<file path="src/sv/vcsd_pkg.sv">
`default_nettype none

package vcsd_pkg;

    // Result kinds
    typedef logic [1:0] t_kind;
    localparam t_kind KIND_COLOR = 2'd0;
    localparam t_kind KIND_SPAN  = 2'd1;
    localparam t_kind KIND_DONE  = 2'd2;
    localparam t_kind KIND_ERROR = 2'd3;

    // Parser phase: span header bytes or colour bytes
    typedef enum logic [1:0] {
        PH_HEADER = 2'b01,
        PH_COLOR  = 2'b10
    } t_phase;

    // Byte position of the closing byte of a header or a colour
    localparam logic [1:0] POS_LAST = 2'd3;

    // Alpha is forced to have its two low bits set
    localparam logic [7:0] ALPHA_OR = 8'h03;

    // Results one byte can cause at most
    localparam int MAX_RES = 3;

    typedef struct packed {
        t_kind       kind;
        logic [19:0] column_index;
        logic [6:0]  slot;
        logic [31:0] color_word;
        logic [6:0]  span_top;
        logic [6:0]  span_bottom;
        logic        span_is_top;
        logic [7:0]  run_count;
        logic [6:0]  top_height;
        logic        last;
    } t_result;

    typedef struct packed {
        t_phase      phase;
        logic [1:0]  byte_pos;
        logic [7:0]  chunk;
        logic [7:0]  top_start;
        logic [7:0]  top_end;
        logic [8:0]  colors_rem;
        logic [7:0]  bottom_len;
        logic [23:0] color_bytes;
        logic [7:0]  color_slots;
        logic [7:0]  run_ctr;
        logic [6:0]  first_top;
        logic        first_span;
        logic        stream_done;
        logic        error_seen;
    } t_parse;

endpackage

`default_nettype wire

</file>
<file path="src/sv/vcsd_step.sv">
`default_nettype none

// Decode one stream byte against the parse state: next state and up to
// three result records.
module vcsd_step #(
    parameter int MAP_SIDE      = 512,
    parameter int COLUMN_HEIGHT = 64,
    parameter int RUN_SLOTS     = 128,
    parameter int COLOR_SLOTS   = 64,
    parameter int XW            = (MAP_SIDE > 1) ? $clog2(MAP_SIDE) : 1
) (
    input  wire vcsd_pkg::t_parse i_st,
    input  wire logic [XW-1:0] i_col_x,
    input  wire logic [XW-1:0] i_col_y,
    input  wire logic [7:0]    i_byte,
    output vcsd_pkg::t_parse  o_st,
    output logic [XW-1:0]      o_col_x,
    output logic [XW-1:0]      o_col_y,
    output vcsd_pkg::t_result o_res [vcsd_pkg::MAX_RES],
    output logic [1:0]         o_nres
);

    localparam logic [7:0]    RUN_LIM   = 8'(RUN_SLOTS);
    localparam logic [7:0]    COLOR_LIM = 8'(COLOR_SLOTS);
    localparam logic [6:0]    COL_H     = 7'(COLUMN_HEIGHT);
    localparam logic [XW-1:0] SIDE_LAST = XW'(MAP_SIDE - 1);

    logic [9:0]  sw_x;
    logic [9:0]  sw_y;
    logic [19:0] col_idx;

    logic [8:0]  te1;
    logic [8:0]  ts9;
    logic [8:0]  len_top;
    logic        chunk_nz;
    logic [8:0]  chunk_m1;
    logic [8:0]  total;
    logic [8:0]  rem_n;
    logic [31:0] color_word;

    vcsd_pkg::t_parse  st;
    vcsd_pkg::t_result res [vcsd_pkg::MAX_RES];
    logic [XW-1:0]     cx;
    logic [XW-1:0]     cy;
    logic [1:0]        nres;
    logic              fail;
    logic              do_finish;

    // Swizzled store index, rows flipped
    assign sw_x      = 10'(i_col_x);
    assign sw_y      = 10'(MAP_SIDE) - 10'(i_col_y);
    assign col_idx   = {sw_y[9:8], sw_x[9:8], sw_y[7:2], sw_x[7:2], sw_y[1:0], sw_x[1:0]};

    assign te1      = {1'b0, i_st.top_end} + 9'd1;
    assign ts9      = {1'b0, i_st.top_start};
    assign len_top  = te1 - ts9;
    assign chunk_nz = (i_st.chunk != 8'd0);
    assign chunk_m1 = {1'b0, i_st.chunk} - 9'd1;
    assign total    = chunk_nz ? chunk_m1 : len_top;
    assign rem_n    = i_st.colors_rem - 9'd1;
    assign color_word = {i_byte | vcsd_pkg::ALPHA_OR, i_st.color_bytes[7:0],
                         i_st.color_bytes[15:8], i_st.color_bytes[23:16]};

    function automatic vcsd_pkg::t_result span_rec(
        input logic [7:0]  run_i,
        input logic [6:0]  top_i,
        input logic [6:0]  bot_i,
        input logic        is_top_i,
        input logic [19:0] idx_i
    );
        vcsd_pkg::t_result r;
        r              = '0;
        r.kind         = vcsd_pkg::KIND_SPAN;
        r.column_index = idx_i;
        r.slot         = run_i[6:0];
        r.span_top     = top_i;
        r.span_bottom  = bot_i;
        r.span_is_top  = is_top_i;
        return r;
    endfunction

    always_comb begin
        st        = i_st;
        cx        = i_col_x;
        cy        = i_col_y;
        res       = '{default: '0};
        nres      = 2'd0;
        fail      = 1'b0;
        do_finish = 1'b0;

        if (!i_st.error_seen && !i_st.stream_done) begin
            unique case (i_st.phase)
                vcsd_pkg::PH_HEADER: begin
                    if (i_st.byte_pos != vcsd_pkg::POS_LAST) begin
                        case (i_st.byte_pos)
                            2'd0:    st.chunk     = i_byte;
                            2'd1:    st.top_start = i_byte;
                            default: st.top_end   = i_byte;
                        endcase
                        st.byte_pos = i_st.byte_pos + 2'd1;
                    end else begin
                        // Air start byte: close the pending bottom span first
                        if (!i_st.first_span) begin
                            if (i_byte < i_st.bottom_len) begin
                                fail = 1'b1;
                            end else if (st.run_ctr >= RUN_LIM) begin
                                fail = 1'b1;
                            end else begin
                                res[nres] = span_rec(st.run_ctr,
                                                     7'(i_byte - i_st.bottom_len),
                                                     i_byte[6:0], 1'b0, col_idx);
                                nres       = nres + 2'd1;
                                st.run_ctr = st.run_ctr + 8'd1;
                            end
                        end
                        if (!fail && te1 < ts9) begin
                            fail = 1'b1;
                        end
                        if (!fail && chunk_nz && chunk_m1 < len_top) begin
                            fail = 1'b1;
                        end
                        if (i_st.first_span) begin
                            st.first_top  = i_st.top_start[6:0];
                            st.first_span = 1'b0;
                        end
                        st.bottom_len = chunk_nz ? 8'(total - len_top) : 8'd0;
                        st.colors_rem = total;
                        st.byte_pos   = 2'd0;
                        if (total != 9'd0) begin
                            st.phase = vcsd_pkg::PH_COLOR;
                        end
                        if (len_top == 9'd0) begin
                            do_finish = 1'b1;
                        end
                    end
                end
                vcsd_pkg::PH_COLOR: begin
                    if (i_st.byte_pos != vcsd_pkg::POS_LAST) begin
                        case (i_st.byte_pos)
                            2'd0:    st.color_bytes        = {16'h0000, i_byte};
                            2'd1:    st.color_bytes[15:8]  = i_byte;
                            default: st.color_bytes[23:16] = i_byte;
                        endcase
                        st.byte_pos = i_st.byte_pos + 2'd1;
                    end else begin
                        st.byte_pos = 2'd0;
                        if (i_st.color_slots >= COLOR_LIM) begin
                            fail = 1'b1;
                        end else begin
                            res[nres]              = '0;
                            res[nres].kind         = vcsd_pkg::KIND_COLOR;
                            res[nres].column_index = col_idx;
                            res[nres].slot         = i_st.color_slots[6:0];
                            res[nres].color_word   = color_word;
                            nres           = nres + 2'd1;
                            st.color_slots = i_st.color_slots + 8'd1;
                            st.colors_rem  = rem_n;
                            // Last top colour closes the top span
                            if ((i_st.colors_rem > {1'b0, i_st.bottom_len})
                                    && (rem_n == {1'b0, i_st.bottom_len})) begin
                                do_finish = 1'b1;
                            end
                            if (rem_n == 9'd0) begin
                                st.phase = vcsd_pkg::PH_HEADER;
                            end
                        end
                    end
                end
                default: begin
                    st.phase = vcsd_pkg::PH_HEADER;
                end
            endcase

            if (do_finish && !fail) begin
                if (st.run_ctr >= RUN_LIM) begin
                    fail = 1'b1;
                end else if (chunk_nz) begin
                    res[nres] = span_rec(st.run_ctr, i_st.top_start[6:0],
                                         i_st.top_end[6:0] + 7'd1, 1'b1, col_idx);
                    nres       = nres + 2'd1;
                    st.run_ctr = st.run_ctr + 8'd1;
                end else begin
                    // Last span of the column: bottom at column height, then done
                    res[nres] = span_rec(st.run_ctr, i_st.top_start[6:0],
                                         COL_H, 1'b1, col_idx);
                    nres       = nres + 2'd1;
                    st.run_ctr = st.run_ctr + 8'd1;

                    res[nres]              = '0;
                    res[nres].kind         = vcsd_pkg::KIND_DONE;
                    res[nres].column_index = col_idx;
                    res[nres].run_count    = st.run_ctr;
                    res[nres].top_height   = st.first_top;
                    nres = nres + 2'd1;

                    st.run_ctr     = 8'd0;
                    st.color_slots = 8'd0;
                    st.first_span  = 1'b1;
                    st.first_top   = 7'd0;
                    if (i_col_x == SIDE_LAST) begin
                        cx = '0;
                        if (i_col_y == SIDE_LAST) begin
                            st.stream_done = 1'b1;
                        end else begin
                            cy = i_col_y + XW'(1);
                        end
                    end else begin
                        cx = i_col_x + XW'(1);
                    end
                end
            end

            // An error is the only result of its byte
            if (fail) begin
                st               = i_st;
                st.error_seen    = 1'b1;
                cx               = i_col_x;
                cy               = i_col_y;
                res              = '{default: '0};
                res[0].kind      = vcsd_pkg::KIND_ERROR;
                res[0].column_index = col_idx;
                nres             = 2'd1;
            end
        end

        for (int i = 0; i < vcsd_pkg::MAX_RES; i++) begin
            res[i].last = (2'(i + 1) == nres);
        end
    end

    assign o_st    = st;
    assign o_col_x = cx;
    assign o_col_y = cy;
    assign o_res   = res;
    assign o_nres  = nres;

endmodule

`default_nettype wire

</file>
<file path="src/sv/vxl_column_span_decoder.sv">
`default_nettype none
// Path: a byte's first result beat passes the input register, then the result bank loaded
//   by the decoder, before the receiver can take it.
// Throughput: one byte per cycle while each byte yields at most one beat and the receiver
//   does not stall; a byte with more beats (up to 3) holds the input register as the bank drains.
// Reset: synchronous, active low; clears the parse state, the column position and
//   both handshake stages. No clearing pass follows.

module vxl_column_span_decoder #(
    parameter int MAP_SIDE      = 512,
    parameter int COLUMN_HEIGHT = 64,
    parameter int RUN_SLOTS     = 128,
    parameter int COLOR_SLOTS   = 64
) (
    input  wire logic        i_clk,
    input  wire logic        i_rst_n,

    // Byte stream in
    input  wire logic        i_valid,
    output logic             o_stall,
    input  wire logic [7:0]  i_data_byte,

    // Result beats out
    output logic             o_valid,
    input  wire logic        i_stall,
    output logic [1:0]       o_kind,
    output logic [19:0]      o_column_index,
    output logic [6:0]       o_slot,
    output logic [31:0]      o_color_word,
    output logic [6:0]       o_span_top,
    output logic [6:0]       o_span_bottom,
    output logic             o_span_is_top,
    output logic [7:0]       o_run_count,
    output logic [6:0]       o_top_height,
    output logic             o_last
);

    localparam int XW = (MAP_SIDE > 1) ? $clog2(MAP_SIDE) : 1;

    // Parse state after reset: header phase, first span of a column pending
    localparam vcsd_pkg::t_parse ST_RESET = '{phase: vcsd_pkg::PH_HEADER,
                                              first_span: 1'b1, default: '0};

    // Input register: holds one byte while the result bank still drains
    logic              r_in_valid;
    logic [7:0]        r_in_byte;

    // Parse state and column position
    vcsd_pkg::t_parse  r_st;
    logic [XW-1:0]     r_col_x;
    logic [XW-1:0]     r_col_y;

    // Result bank: the results of one byte, read out in order
    vcsd_pkg::t_result r_bank [vcsd_pkg::MAX_RES];
    logic [1:0]        r_cnt;
    logic [1:0]        r_rd;

    vcsd_pkg::t_parse  n_st;
    logic [XW-1:0]     n_col_x;
    logic [XW-1:0]     n_col_y;
    vcsd_pkg::t_result n_res [vcsd_pkg::MAX_RES];
    logic [1:0]        n_nres;

    logic              out_take;
    logic              bank_free;
    logic              load;
    logic              in_take;
    vcsd_pkg::t_result head;

    vcsd_step #(
        .MAP_SIDE      (MAP_SIDE),
        .COLUMN_HEIGHT (COLUMN_HEIGHT),
        .RUN_SLOTS     (RUN_SLOTS),
        .COLOR_SLOTS   (COLOR_SLOTS),
        .XW            (XW)
    ) u_step (
        .i_st    (r_st),
        .i_col_x (r_col_x),
        .i_col_y (r_col_y),
        .i_byte  (r_in_byte),
        .o_st    (n_st),
        .o_col_x (n_col_x),
        .o_col_y (n_col_y),
        .o_res   (n_res),
        .o_nres  (n_nres)
    );

    // The bank takes a new byte's results once its last beat leaves
    assign out_take  = o_valid && !i_stall;
    assign bank_free = (r_cnt == 2'd0) || ((r_cnt == 2'd1) && out_take);
    assign load      = r_in_valid && bank_free;
    assign o_stall   = r_in_valid && !bank_free;
    assign in_take   = i_valid && !o_stall;

    always_ff @(posedge i_clk) begin
        if (!i_rst_n) begin
            r_in_valid <= 1'b0;
        end else if (in_take) begin
            r_in_valid <= 1'b1;
        end else if (load) begin
            r_in_valid <= 1'b0;
        end
    end

    always_ff @(posedge i_clk) begin
        if (in_take) begin
            r_in_byte <= i_data_byte;
        end
    end

    // Advance the parse state once per byte, as it enters the bank
    always_ff @(posedge i_clk) begin
        if (!i_rst_n) begin
            r_st    <= ST_RESET;
            r_col_x <= '0;
            r_col_y <= '0;
        end else if (load) begin
            r_st    <= n_st;
            r_col_x <= n_col_x;
            r_col_y <= n_col_y;
        end
    end

    always_ff @(posedge i_clk) begin
        if (!i_rst_n) begin
            r_cnt <= 2'd0;
            r_rd  <= 2'd0;
        end else if (load) begin
            r_cnt <= n_nres;
            r_rd  <= 2'd0;
        end else if (out_take) begin
            r_cnt <= r_cnt - 2'd1;
            r_rd  <= r_rd + 2'd1;
        end
    end

    always_ff @(posedge i_clk) begin
        if (load) begin
            r_bank <= n_res;
        end
    end

    assign head           = r_bank[r_rd];
    assign o_valid        = (r_cnt != 2'd0);
    assign o_kind         = head.kind;
    assign o_column_index = head.column_index;
    assign o_slot         = head.slot;
    assign o_color_word   = head.color_word;
    assign o_span_top     = head.span_top;
    assign o_span_bottom  = head.span_bottom;
    assign o_span_is_top  = head.span_is_top;
    assign o_run_count    = head.run_count;
    assign o_top_height   = head.top_height;
    assign o_last         = head.last;

endmodule

`default_nettype wire

</file>
<file path="config.mk">
export PLATFORM = sky130hd
export DESIGN_NAME = vxl_column_span_decoder
export DESIGN_NICKNAME = d
export VERILOG_FILES = /design/src/sv/vcsd_pkg.sv /design/src/sv/vcsd_step.sv /design/src/sv/vxl_column_span_decoder.sv
export SDC_FILE = /design/constraint.sdc
export NUM_CORES = 1
export LEC_CHECK = 0
export ABC_CLOCK_PERIOD_IN_PS = 8380
export BUFFER_PORTS_ARGS = -buffer_cell sky130_fd_sc_hd__buf_2
export CORE_UTILIZATION = 25
export CTS_CLUSTER_DIAMETER = 200
export DETAILED_ROUTE_END_ITERATION = 7
export GPL_TIMING_DRIVEN = 0
export PLACE_DENSITY_LB_ADDON = 0.15
export SLEW_MARGIN = 20
export SYNTH_ARGS = -nofsm -noshare
export SYNTH_HDL_FRONTEND = slang
export SYNTH_SLANG_ARGS = --single-unit
</file>
<file path="constraint.sdc">
create_clock -name i_clk -period 8.38 [get_ports i_clk]
set_clock_uncertainty 0.1 [all_clocks]
set_input_delay 0.838 -clock i_clk [delete_from_list [all_inputs] [get_ports i_clk]]
set_output_delay 0.838 -clock i_clk [all_outputs]
set_load 0.05 [all_outputs]
</file>
==> impl_metrics.py <==
metrics = {
    "setup_path": {
        "crit_fanout": 10,
        "crit_chain": "ha_1, nand3_1, xnor2_1, ha_1, o21ai_0, a21oi_1, a21oi_1, inv_1, ha_1, nand4_1, a21oi_1, o21a_1, o32a_1, o211ai_1, and3_1, buf_6, nor2_2, o211ai_1, clkbuf_1, nor2_1",
        "crit_slowest_cell": "dfxtp_1",
        "end_kind": "flip-flop",
        "slowest_delay_ns": 0.51,
        "timing.rr.end": "r_bank[175]",
        "arrival_ns": 5.76,
        "reg2reg_slack_ns": 2.79,
        "critPathKind": "flip-flop to flip-flop",
        "r2r_start": "r_st[67]",
        "reg2reg_depth": 20,
        "cp.required_ns": 8.56,
        "worstSetupStartpointType": "flip-flop",
    },
    "sta": {
        "slew_viol_final": 0,
        "fmax_ghz": 0.179,
        "whs_ns": 0.349,
        "min_period_ns": 5.59,
        "slew_headroom_pct": 29.7,
        "grt_setup_unrepaired": "false",
        "period_share_pct": 66.7,
        "setup_tns_ns": 0,
        "worst_slew_pin_slew_ns": 1.05,
        "setup_viol_count_final": 0,
        "hold_viol": 0,
    },
    "synthesis": {
        "synth_top_family_by_area": "simple AND/OR/NAND/NOR gates",
        "synth_top_cells_by_area": "edfxtp_1 (34%), dfxtp_1 (15%), nor2_1 (5.0%), ha_1 (4.8%), mux2i_1 (4.1%)",
        "synth_compound_area_share_pct": 13.2,
        "synth_xor_area_share_pct": 3.33,
        "yosys.area_share.simple_pct": 20.8,
        "synth-seq-cells": 295,
        "yosys-mux-area-fraction_pct": 4.40,
        "syn-num-nets": 1711,
        "synth.cell_area_sq_um": 15800,
        "syn_area_per_cell_sq_um": 9.65,
        "synth_top_cell_area_share_pct": 33.7,
        "yosysSeqAreaShare_pct": 48.6,
        "ys_types": 87,
        "synthCells": 1636,
        "async_reset_ff_share_pct": 0,
        "synth_top_flop_cell": "edfxtp_1",
        "yosys.area.top_type": "edfxtp_1",
        "yosysWarningCount": 0,
        "synth-edff-count": 177,
        "yosys.area_share.adder_pct": 5.13,
    },
    "status": {
        "outcome": "completed",
    },
    "place": {
        "place_congestion": 0.864,
        "numPortBuffers": 103,
        "post_dp_cell_area_sq_um": 17400,
        "dp_hpwl_um": 39200,
    },
    "worst_hold_path": {
        "hold_path_end": "r_st[44]",
        "min_path_cells": 2,
        "holdCritPathClass": "flip-flop to flip-flop",
        "hp-start": "r_st[44]",
    },
    "detailed_routing": {
        "wl_um": 51900,
        "wl_met1_um": 23900,
        "dr_wl_met2_um": 24700,
        "wire_per_inst_um": 19.6,
        "vias": 12575,
        "vias_per_cell": 4.75,
        "firstDrtPassIters": 6,
        "top_layer": "met4",
        "detail-route-antenna-nets": 0,
        "wl_met3_um": 2040,
        "drt_iter0_markers": 914,
        "drc": 0,
    },
    "clock_network": {
        "cts_max_level": 2,
        "hold_buffers": 0,
        "cts.repair.resized": 0,
        "clk_latency_ns": 0.56,
        "root_buffer": "clkbuf_16",
        "postCtsSetupRepairBufs": 0,
        "cts_made_buffers": 37,
        "cts.sinks": 295,
        "clk_pin_slew_ns": 0.06,
        "clk_path_buf_depth": 3,
        "cts_tree": "yes",
    },
    "layout": {
        "final_cell_mix": "nor2_1 (212), edfxtp_1 (177), nand2_1 (150)",
        "finalNetCount": 1855,
        "design_area_sq_um": 18600,
        "fillers": 6574,
        "final_common_cell": "nor2_1",
        "syn2layout_area_growth_pct": 17.9,
        "layout-drive-gt1-share_pct": 12.3,
    },
    "power": {
        "max-vdd-ir-drop_mv": 0.0992,
        "power_density_nw_per_um2": 196,
        "p_leak_nw": 6.71,
        "power_mw": 3.66,
    },
    "die": {
        "die_width_um": 253,
        "core-area_sq_um": 62100,
        "ios": 106,
        "die_area_sq_um": 64200,
        "initial_core_util_pct": 25.5,
        "num_rows": 91,
        "die_h_um": 253,
    },
    "global_route": {
        "grt_overflow": 0,
        "track_usage_pct": 16.1,
        "antenna_found_initial": 1,
        "grt_pass1_vias": 12437,
        "grt_max_degree": 102,
        "grt_pass1_wl_um": 77600,
    },
    "flow_run": {
        "drv_cap": 0,
    },
}
[flip-flops by register name, summed over array words and instances, names as in the netlist]
signal and count:
r_bank 169, r_st 95, r_col_x 9, r_col_y 9, r_in_byte 8, r_cnt 2
r_rd 2, r_in_valid 1
[cell usage after synthesis, drive strengths merged, types with 26 or more instances]
cell,count
nor2,215
o21ai,63
nand3,65
nand2,151
xor2,29
ha,60
inv,64
dfxtp,118
buf,30
a21oi,99
edfxtp,177
mux2i,65
clkbuf,68
nor3,26
xnor2,31
and2,75
[logic make-up after synthesis]
family / Yosys count
simple gates: 666
mux: 69
fa+ha+maj: 63
flops: 295
compound gates: 316
other cells: 1
xor+xnor: 60
buf+inv: 166
[area by class of cell]
class	count	area, sq um	area share [%]
timing repair buffer	105	548	2.94
multi-input combinational	1175	7420	39.8
sequential	295	7680	41.2
antenna	1	2.50	0.0134
tap	837	1050	5.62
inverter	68	269	1.44
clock buffer	57	1110	5.97
buffer	98	457	2.45
clock inverter	10	92.6	0.497
[report_power, final]
part	switching, mW	total [mW]	internal [mW]	leakage, nW
registers	0.0198	1.59	1.57	2.66
clock network	0.644	1.59	0.947	0.587
logic	0.325	0.474	0.149	3.47
total	0.989	3.66	2.67	6.71
[routing by layer]
| metal | vias up | GRT usage, % |
|---|---|---|
| li1 | 6135 | - |
| met1 | 6128 | 21.3 |
| met2 | 250 | 27.2 |
| met3 | 62 | 2.46 |
| met4 | 0 | 4.42 |
| met5 | - | 0 |
[metrics by stage]
stage	setup WS, ns	util [%]	cells
after floorplan	1.44	-	1636
after global placement	-1.72	28.0	2576
after detailed placement	2.79	28.1	2578
after CTS	2.76	30.0	2645
after global routing	2.46	30.0	2645
final	2.79	30.0	2646
[how the worst max path moves through the flow]
stage	to	from	depth (start not counted)	slack (ns)
finish	r_bank[175]	r_st[67]	20	2.79
global route	r_bank[174]	r_st[67]	20	2.46
CTS	r_bank[175]	r_st[67]	20	2.76
detailed placement	r_bank[175]	r_st[67]	20	2.79
global placement	r_st[41]	i_stall	10	-1.72
floorplan	r_st[42]	i_stall	10	1.44
[critical path, delay by kind of cell (launching register included)]
family                     cells  cell delay [ns]
AOI/OAI and AO/OA              8             1.85
xor gates and xnor gates       1             0.40
adders and majority gates      3             0.94
buffers and inverters          3             0.79
DFF                            1             0.51
and+or+nand+nor                5             0.71
No activity file was read; power rests on OpenSTA's default activity.
